===== src/hw/rtl/midi_rsp_pkg.sv =====
`timescale 1ns / 1ps
`default_nettype none
// ----------------------------------------------------------------------------
// MIDI running-status parser package
// Message kind codes, status byte constants and small field widths.
// ----------------------------------------------------------------------------
package midi_rsp_pkg;

  // Decoded message kinds
  localparam logic [2:0] KIND_NOTE_OFF = 3'd0;
  localparam logic [2:0] KIND_NOTE_ON  = 3'd1;
  localparam logic [2:0] KIND_PRESSURE = 3'd2;
  localparam logic [2:0] KIND_CONTROL  = 3'd3;
  localparam logic [2:0] KIND_PROGRAM  = 3'd4;
  localparam logic [2:0] KIND_BEND     = 3'd5;

  // Status byte values
  localparam logic [7:0] ST_REALTIME   = 8'hF8;
  localparam logic [7:0] ST_SYSEX_SOX  = 8'hF0;
  localparam logic [7:0] ST_SYSEX_EOX  = 8'hF7;

  // High nibbles of channel status bytes
  localparam logic [3:0] HI_NOTE_OFF   = 4'h8;
  localparam logic [3:0] HI_NOTE_ON    = 4'h9;
  localparam logic [3:0] HI_POLY_AT    = 4'hA;
  localparam logic [3:0] HI_CONTROL    = 4'hB;
  localparam logic [3:0] HI_PROGRAM    = 4'hC;
  localparam logic [3:0] HI_CHAN_AT    = 4'hD;

  typedef logic [6:0] data7_t;

endpackage
`default_nettype wire


===== src/hw/rtl/midi_running_status_parser_core.sv =====
`timescale 1ns / 1ps
`default_nettype none
// ----------------------------------------------------------------------------
// MIDI running-status parser core
// Parses a MIDI byte stream into decoded channel messages.
// ----------------------------------------------------------------------------
// Usage:
//   in_rx_byte carries one raw MIDI byte per request on the in_ channel.
//   Decoded channel messages leave on the out_ channel as kind, channel,
//   number and amount. Realtime bytes, SysEx contents and status-only bytes
//   produce no result; a completed message produces exactly one.
//   The byte is captured in an input register; once the result register can
//   take a new value, the parse logic updates the running status, data buffer
//   and SysEx flag and loads the result register. A result thus passes
//   through the input register and then the result register.
//   Throughput is one byte per cycle: the input register is drained in every
//   cycle in which the result register is empty or being taken.
//   When the receiver stalls with a result pending, one more byte is held in
//   the input register and in_ready drops until the result is taken.
//   Synchronous reset (rst_n low) clears running status, data count, the
//   SysEx flag and both valid flags.
// ----------------------------------------------------------------------------
module midi_running_status_parser_core (
  input  wire logic       clk,
  input  wire logic       rst_n,
  input  wire logic       in_valid,
  output logic            in_ready,
  input  wire logic [7:0] in_rx_byte,
  output logic            out_valid,
  input  wire logic       out_ready,
  output logic [2:0]      out_msg_kind,
  output logic [3:0]      out_channel,
  output logic [6:0]      out_number,
  output logic [13:0]     out_amount
);

  // Input register
  logic       in_valid_r, in_valid_nxt;
  logic [7:0] in_byte_r;

  // Parser state
  logic [7:0]               status_r, status_nxt;
  logic [1:0]               cnt_r, cnt_nxt;
  midi_rsp_pkg::data7_t     d0_r, d0_nxt, d1_r, d1_nxt;
  logic                     sysex_r, sysex_nxt;

  // Result register
  logic        out_valid_r, out_valid_nxt;
  logic [2:0]  kind_r, kind_nxt;
  logic [3:0]  chan_r, chan_nxt;
  logic [6:0]  num_r, num_nxt;
  logic [13:0] amt_r, amt_nxt;

  logic       adv;
  logic       emit;
  logic [1:0] needed;
  logic [3:0] hi;

  // Advance the held byte when the result register can take a new value
  assign adv      = in_valid_r && (!out_valid_r || out_ready);
  assign in_ready = !in_valid_r || adv;

  always_comb begin
    in_valid_nxt = in_ready ? in_valid : in_valid_r;
  end

  // Parse one byte
  always_comb begin
    status_nxt = status_r;
    cnt_nxt    = cnt_r;
    d0_nxt     = d0_r;
    d1_nxt     = d1_r;
    sysex_nxt  = sysex_r;
    emit       = 1'b0;
    kind_nxt   = midi_rsp_pkg::KIND_NOTE_OFF;
    num_nxt    = 7'd0;
    amt_nxt    = 14'd0;
    hi         = status_r[7:4];
    chan_nxt   = status_r[3:0];
    needed     = (hi == midi_rsp_pkg::HI_PROGRAM || hi == midi_rsp_pkg::HI_CHAN_AT)
                 ? 2'd1 : 2'd2;
    if (in_byte_r >= midi_rsp_pkg::ST_REALTIME) begin
      // drop realtime bytes
    end else if (in_byte_r[7]) begin
      if (in_byte_r == midi_rsp_pkg::ST_SYSEX_SOX) begin
        sysex_nxt = 1'b1;
      end else if (in_byte_r == midi_rsp_pkg::ST_SYSEX_EOX) begin
        sysex_nxt = 1'b0;
      end else if (in_byte_r > midi_rsp_pkg::ST_SYSEX_SOX) begin
        status_nxt = 8'd0;
        cnt_nxt    = 2'd0;
      end else begin
        status_nxt = in_byte_r;
        cnt_nxt    = 2'd0;
      end
    end else if (!sysex_r && status_r[7]) begin
      // Collect data byte
      if (cnt_r < 2'd2) begin
        if (cnt_r[0]) begin
          d1_nxt = in_byte_r[6:0];
        end else begin
          d0_nxt = in_byte_r[6:0];
        end
        cnt_nxt = cnt_r + 2'd1;
      end else begin
        d0_nxt  = in_byte_r[6:0];
        cnt_nxt = 2'd1;
      end
      if (cnt_nxt >= needed) begin
        emit    = 1'b1;
        cnt_nxt = 2'd0;
        case (hi)
          midi_rsp_pkg::HI_NOTE_OFF: begin
            kind_nxt = midi_rsp_pkg::KIND_NOTE_OFF;
            num_nxt  = d0_nxt;
            amt_nxt  = {7'd0, d1_nxt};
          end
          midi_rsp_pkg::HI_NOTE_ON: begin
            kind_nxt = (d1_nxt == 7'd0) ? midi_rsp_pkg::KIND_NOTE_OFF
                                        : midi_rsp_pkg::KIND_NOTE_ON;
            num_nxt  = d0_nxt;
            amt_nxt  = {7'd0, d1_nxt};
          end
          midi_rsp_pkg::HI_POLY_AT: begin
            kind_nxt = midi_rsp_pkg::KIND_PRESSURE;
            amt_nxt  = {7'd0, d1_nxt};
          end
          midi_rsp_pkg::HI_CONTROL: begin
            kind_nxt = midi_rsp_pkg::KIND_CONTROL;
            num_nxt  = d0_nxt;
            amt_nxt  = {7'd0, d1_nxt};
          end
          midi_rsp_pkg::HI_PROGRAM: begin
            kind_nxt = midi_rsp_pkg::KIND_PROGRAM;
            num_nxt  = d0_nxt;
          end
          midi_rsp_pkg::HI_CHAN_AT: begin
            kind_nxt = midi_rsp_pkg::KIND_PRESSURE;
            amt_nxt  = {7'd0, d0_nxt};
          end
          default: begin
            kind_nxt = midi_rsp_pkg::KIND_BEND;
            amt_nxt  = {d1_nxt, d0_nxt};
          end
        endcase
      end
    end
  end

  // Result valid: load on advance, clear when taken
  always_comb begin
    if (adv) begin
      out_valid_nxt = emit;
    end else if (out_ready) begin
      out_valid_nxt = 1'b0;
    end else begin
      out_valid_nxt = out_valid_r;
    end
  end

  // Control registers
  always_ff @(posedge clk) begin
    if (!rst_n) begin
      in_valid_r  <= 1'b0;
      out_valid_r <= 1'b0;
      status_r    <= 8'd0;
      cnt_r       <= 2'd0;
      d0_r        <= 7'd0;
      d1_r        <= 7'd0;
      sysex_r     <= 1'b0;
    end else begin
      in_valid_r  <= in_valid_nxt;
      out_valid_r <= out_valid_nxt;
      if (adv) begin
        status_r <= status_nxt;
        cnt_r    <= cnt_nxt;
        d0_r     <= d0_nxt;
        d1_r     <= d1_nxt;
        sysex_r  <= sysex_nxt;
      end
    end
  end

  // Payload registers
  always_ff @(posedge clk) begin
    if (in_ready) begin
      in_byte_r <= in_rx_byte;
    end
    if (adv && emit) begin
      kind_r <= kind_nxt;
      chan_r <= chan_nxt;
      num_r  <= num_nxt;
      amt_r  <= amt_nxt;
    end
  end

  assign out_valid    = out_valid_r;
  assign out_msg_kind = kind_r;
  assign out_channel  = chan_r;
  assign out_number   = num_r;
  assign out_amount   = amt_r;

  // Checks on parser behavior
  a_kind_range: assert property (@(posedge clk) disable iff (!rst_n)
    out_valid_r |-> (kind_r <= midi_rsp_pkg::KIND_BEND))
    else $error("result kind out of range");

  a_note_on_vel: assert property (@(posedge clk) disable iff (!rst_n)
    (out_valid_r && kind_r == midi_rsp_pkg::KIND_NOTE_ON) |-> (amt_r != 14'd0))
    else $error("note on emitted with zero velocity");

  a_no_number: assert property (@(posedge clk) disable iff (!rst_n)
    (out_valid_r && (kind_r == midi_rsp_pkg::KIND_PRESSURE ||
                     kind_r == midi_rsp_pkg::KIND_BEND)) |-> (num_r == 7'd0))
    else $error("pressure or bend carries a number");

  a_program_amt: assert property (@(posedge clk) disable iff (!rst_n)
    (out_valid_r && kind_r == midi_rsp_pkg::KIND_PROGRAM) |-> (amt_r == 14'd0))
    else $error("program change carries an amount");

  a_cnt_bound: assert property (@(posedge clk) disable iff (!rst_n)
    cnt_r != 2'd2)
    else $error("data count reached two without a message");

  a_emit_needs_status: assert property (@(posedge clk) disable iff (!rst_n)
    (adv && emit) |=> out_valid_r)
    else $error("completed message not loaded into result register");

endmodule
`default_nettype wire


===== config.mk =====
export PLATFORM = sky130hd
export DESIGN_NAME = midi_running_status_parser_core
export DESIGN_NICKNAME = d
export VERILOG_FILES = /design/src/hw/rtl/midi_rsp_pkg.sv /design/src/hw/rtl/midi_running_status_parser_core.sv
export SDC_FILE = /design/constraint.sdc
export NUM_CORES = 1
export LEC_CHECK = 0
export ABC_AREA = 0
export BUFFER_PORTS_ARGS = -buffer_cell sky130_fd_sc_hd__buf_2
export CAP_MARGIN = 20
export CORE_ASPECT_RATIO = 0.6
export CORE_MARGIN = 2
export CORE_UTILIZATION = 60
export DETAILED_ROUTE_END_ITERATION = 7
export PLACE_DENSITY_LB_ADDON = 0.1
export RECOVER_POWER = 100
export SYNTH_ARGS = -nofsm -noshare
export SYNTH_HDL_FRONTEND = slang
export SYNTH_SLANG_ARGS = --single-unit

===== constraint.sdc =====
create_clock -name clk -period 5.2 [get_ports clk]
set_clock_uncertainty 0.05 [all_clocks]
set_input_delay 0.26 -clock clk [delete_from_list [all_inputs] [get_ports clk]]
set_output_delay 0.26 -clock clk [all_outputs]
set_load 0.03 [all_outputs]

## Word level (Yosys, flattened, before mapping)

Index checks and enable logic that the tools add are counted.

| storage, ports and cells | value |
|---|---|
| RAM bits | 0 |
| memories | 0 |
| word-level logic and storage cells | 85 |
| input bits | 12 |
| memory bits (read-only) | 0 |
| bits in registers | 63 |
| output and inout bits | 30 |
| bits in latches | 0 |

| operators by class | value |
|---|---|
| reduce and logical (&&, ||, !) cells | 22 |
| $mul | 0 |
| magnitude comparators | 4 |
| multiplexer cells | 29 |
| shift-type cells | 0 |
| bitwise logic cells | 7 |
| $add $sub $neg | 1 |
| div/mod/pow operators | 0 |
| eq/ne operators | 10 |

Operator list:

| cell | number |
|---|---|
| $mux W7 | 7 |
| $pmux W14 S3 | 1 |
| $eq A4 B4 Y1 const B | 6 |
| $mux W2 | 10 |
| $eq A8 B8 Y1 const B | 2 |
| $pmux W3 S5 | 1 |
| $reduce_or A4 Y1 | 3 |
| $reduce_and A5 Y1 | 2 |
| $mux W1 | 9 |
| $ge A8 B8 Y1 const B | 1 |
| $gt A8 B8 Y1 const B | 1 |
| $mux W8 | 1 |
| $reduce_and A4 Y1 | 2 |
| $logic_not A7 Y1 | 1 |
| $not A1 Y1 | 7 |
| $reduce_bool A2 Y1 | 3 |
| $reduce_or A5 Y1 | 1 |
| $ne A2 B2 Y1 const B | 2 |
| $logic_and A1 B1 Y1 | 3 |
| $logic_not A1 Y1 | 3 |
| $logic_or A1 B1 Y1 | 3 |
| $add A2 B1 Y2 const B | 1 |
| $ge A2 B2 Y1 | 1 |
| $lt A2 B2 Y1 const B | 1 |
| $reduce_or A2 Y1 | 1 |

## Depth between registers and ports, before layout

| logic depth | value |
|---|---|
| word-level depth | 11 |
| gate-level depth with buffers | 10 |
| gate-level depth less buffers | 7 |

## Worst setup path before layout

No wires, ideal clock.

| path | value |
|---|---|
| path type | register to register |
| start | register cnt_r[1] |
| end | register amt_r[0] (netlist: out_amount[0]) (enable) |
| library setup time | 0.413 ns |
| data required time | 4.737 ns |
| cell stages (with the launch flop) | 11 |
| period minus slack after synthesis | 3.354 ns |
| path buffers | 3 |
| data arrival time | 2.891 ns |
| slack | 1.846 ns |
| cells stage by stage | dfxtp_1 > nand2b_1 > inv_1 > buf_2 > buf_1 > ha_1 > nand2b_1 > a21o_1 > nand2_1 > clkbuf_1 > nor2_1 |

| between the ends | value |
|---|---|
| word-level cells in the longest chain between the ends | 11 |
| elaborated cells on any way between the ends | 12 |
| those cells by class | add/sub: 1; order compare: 2; mux: 8; reduce/logical: 1 |

Ends and longest elaborated chain:

| what | line | RTL |
|---|---|---|
| start: declaration | midi_running_status_parser_core.sv:43 | `logic [1:0] cnt_r, cnt_nxt;` |
| start signal: assignment | midi_running_status_parser_core.sv:176 | `cnt_r <= cnt_nxt;` |
| $add A2 B1 Y2 / $lt A2 B2 Y1 (equally long branches) | midi_running_status_parser_core.sv:104, midi_running_status_parser_core.sv:98 |  |
| $mux W2 * | midi_running_status_parser_core.sv:98 | `if (cnt_r < 2'd2) begin` |
| $mux W2 * | midi_running_status_parser_core.sv:96 | `end else if (!sysex_r && status_r[7]) begin` |
| $mux W2 * | midi_running_status_parser_core.sv:84 | `end else if (in_byte_r[7]) begin` |
| $mux W2 * | midi_running_status_parser_core.sv:82 | `if (in_byte_r >= midi_rsp_pkg::ST_REALTIME) begin` |
| $ge A2 B2 Y1 * | midi_running_status_parser_core.sv:109 | `if (cnt_nxt >= needed) begin` |
| $mux W1 * | midi_running_status_parser_core.sv:109 |  |
| $mux W1 * | midi_running_status_parser_core.sv:96 |  |
| $mux W1 * | midi_running_status_parser_core.sv:84 |  |
| $mux W1 * | midi_running_status_parser_core.sv:82 |  |
| $logic_and A1 B1 Y1 * | midi_running_status_parser_core.sv:189 | `if (adv && emit) begin` |
| end signal: assignment | midi_running_status_parser_core.sv:193 | `amt_r <= amt_nxt;` |
| end: declaration | midi_running_status_parser_core.sv:52 | `logic [13:0] amt_r, amt_nxt;` |

Every way passes the cells marked *; elsewhere a longest branch is shown, timed or not. The select of a mux whose other input is x is not followed.
A chain may end at the register's enable or synchronous reset.

## Final worst setup path

| path | value |
|---|---|
| start | register cnt_r[1] |
| end | register amt_r[13] (netlist: out_amount[13]) (enable) |

The elaborated chain is that of the path after synthesis.

==> flow_summary.toml <==
[sta]
fin_setup_tns_ns = 0
max_freq_mhz = 287.1
fin_crit_sh = 0.6698
period_minus_slack_ns = 3.483
rsz0062_at_grt = "no"
slew_viol_final = 0
hold_viol = 0
maxSlewHeadroom = 0.3904
worstMarginPinSlew_ns = 0.9062
setup_violations = 0

[detailed_routing]
drc = 0
wl_um = 5808
detail_route.wl_per_cell_um = 16.45
viasPerCell = 5.680
num_vias = 2005
first_iter_violations = 208
first_pass_iters = 5
ant_nets = 0

[floorplanning]
coreArea_sq_um = 4493
std_cell_rows = 19
io_pins = 42
start_util = 0.6113
die_h_um = 56.41
dieArea_sq_um = 5152
die-width_um = 91.35

[synth]
synth_ff_type = "edfxtp_1"
yosys_warnings = 0
yosys.area.top_type_share = 0.3936
syn_nets = 264
synth_area_sq_um = 2746
synth_top_cell_by_area = "edfxtp_1"
synth_edf_count = 36
ys_ff_latch = 63
async_flop_share = 0
synthCells = 250
synth.distinct_cells = 36
syn_avg_cell_area_sq_um = 10.99
yosys-top-cells-area = "edfxtp_1 (39%), dfxtp_1 (20%), mux2i_1 (5.8%)"
yosysSeqAreaShare = 0.5904

[power]
power_uw = 980.7
leakage_nw = 1.248
swShare = 0.2063
p_per_area_nw_per_um2 = 318.6
p_int_uw = 778.4
peakVddDrop_mv = 0.2965
comb_power_share = 0.035
p_switching_uw = 202.3
seqPwrFrac = 0.555
p_clk_frac = 0.410

[clocking]
clk_path_buf_depth = 2
clock_sinks = 63
cts.clk_slew.worst_paths_ns = 0.07
clock_tree.root_cell = "clkbuf_8"
clk_latency_ns = 0.33
cts_resized = 0
cts_tree = "yes"
numCtsBuffers = 9
h-tree-depth = 3
hold_buffers = 0
cts_setup_buffers = 0

[global_route]
grt_pass1_wl_um = 9246
grt_max_degree = 26
antenna_found_initial = 0
gr-total-overflow = 0
gr-usage-all-layers = 0.2446
grt_pass1_vias = 1789

[worst_setup_path]
crit_type = "reg2reg"
required_ns = 5.16
worstPathArrival_ns = 3.44
worst-path-max-fanout = 25
cp-start-kind = "flip-flop"
crit_path_end_kind = "flip-flop"

[placement]
portBuffers = 41
place_congestion = 0.9062
hpwl_um = 3933

[worst_hold_path]
hold_path.class = "in2reg"

[status]
status = "complete, no violations"

[layout]
nets = 299
fillers = 368
drive_gt1_frac = 0.08966
final_cell_mix = "nand2_1 (38), edfxtp_1 (36), clkbuf_1 (33)"
layout_commonest_cell = "nand2_1"
n_antenna_cell = 0
areaGrowthSynthToFinish_pct = 12.07

[job]
drv_cap = 0
-- final cells by class --
type	count	area [sq um]	share of cell area
flip-flops and latches	63	1622	0.5268
clock inverters	3	42.54	0.01382
clock buffers	13	148.9	0.04837
well taps	63	78.83	0.02561
inverters	4	15.01	0.004878
multi-input cells	165	996.0	0.3236
repair buffers	42	175.2	0.05691
-- power by group through the flow --
stage / sequential, mW / combinational, mW / clock (mW)
global placement: 0.555 / 0.0342 / 0
finish: 0.545 / 0.0343 / 0.402
CTS: 0.544 / 0.0353 / 0.410
detailed placement: 0.555 / 0.0350 / 0
global route: 0.545 / 0.0384 / 0.430
floorplan: 0.543 / 0.0357 / 0
-- registers in the layout (all words and copies together), names as in the netlist, 2 cells and up --
name and flops:
out_channel 4, status_r 8, d0_r 7, cnt_r 2, d1_r 7, out_number 7, in_byte_r 8, out_msg_kind 3
out_amount 14
-- per-stage QoR --
stage | util | worst slack [ns] | hold WS [ns] | cell area (sq um) | cells
3_3_place_gp | 0.6578 | 1.968 | 0.3695 | 2955 | 337
2_1_floorplan | - | 1.846 | 0.3089 | 2746 | 250
6_report | 0.6850 | 1.717 | 0.04607 | 3078 | 353
3_5_place_dp | 0.6578 | 1.839 | 0.3745 | 2955 | 337
5_1_grt | 0.6850 | 1.366 | 0.03679 | 3078 | 353
4_1_cts | 0.7004 | 1.791 | 0.03696 | 3147 | 353
-- synthesized netlist by cell type (3+ instances only) --
cell and count:
nand2_1 38, edfxtp_1 36, dfxtp_1 27, a21oi_1 25, nor2b_1 17, mux2i_1 16
clkbuf_1 13, nand3_1 10, a22o_1 7, a22oi_1 7, nor2_1 7, and3_1 5
inv_1 4, nand2b_1 4, o21ai_0 3, or3_1 3
-- routing by layer --
metal	share of wire	track usage
met1	0.46	0.3805
met2	0.40	0.3132
met3	0.13	0.07383
met4	0.012	0.1039
met5	0	0
-- path summary, 6_finish.rpt --
path	from	endpoint	slack, ns	depth (start not counted)
worst max-delay path	cnt_r[1]	out_amount[13]	1.72	8
worst min-delay path	in_rx_byte[7]	in_byte_r[7]	0.05	1
worst max register to register	cnt_r[1]	out_amount[13]	1.72	8
worst min register to register	status_r[1]	out_channel[1]	0.40	0
-- critical path: stages (launching register included) --
cell and delay (ns):
dfxtp_1 0.32, nand2b_1 0.54, inv_1 0.50, ha_1 0.41, nand2b_1 0.10, a21o_1 0.21
nand2_1 0.27, nor2_1 0.37, buf_4 0.36
-- logic make-up (layout without fill, tap and decap cells) --
| family | count (synthesis) | in the layout | share of synthesized area |
|---|---|---|---|
| adder cells (fa/ha/maj) | 2 | 2 | 0.009110 |
| AO/OA/AOI/OAI | 54 | 54 | 0.1326 |
| multiplexers | 16 | 16 | 0.05831 |
| buffers and inverters | 22 | 62 | 0.03644 |
| flip-flops | 63 | 63 | 0.5904 |
| AND/OR/NAND/NOR | 93 | 93 | 0.1731 |
Note: power is estimated with default switching activity, not from simulation.
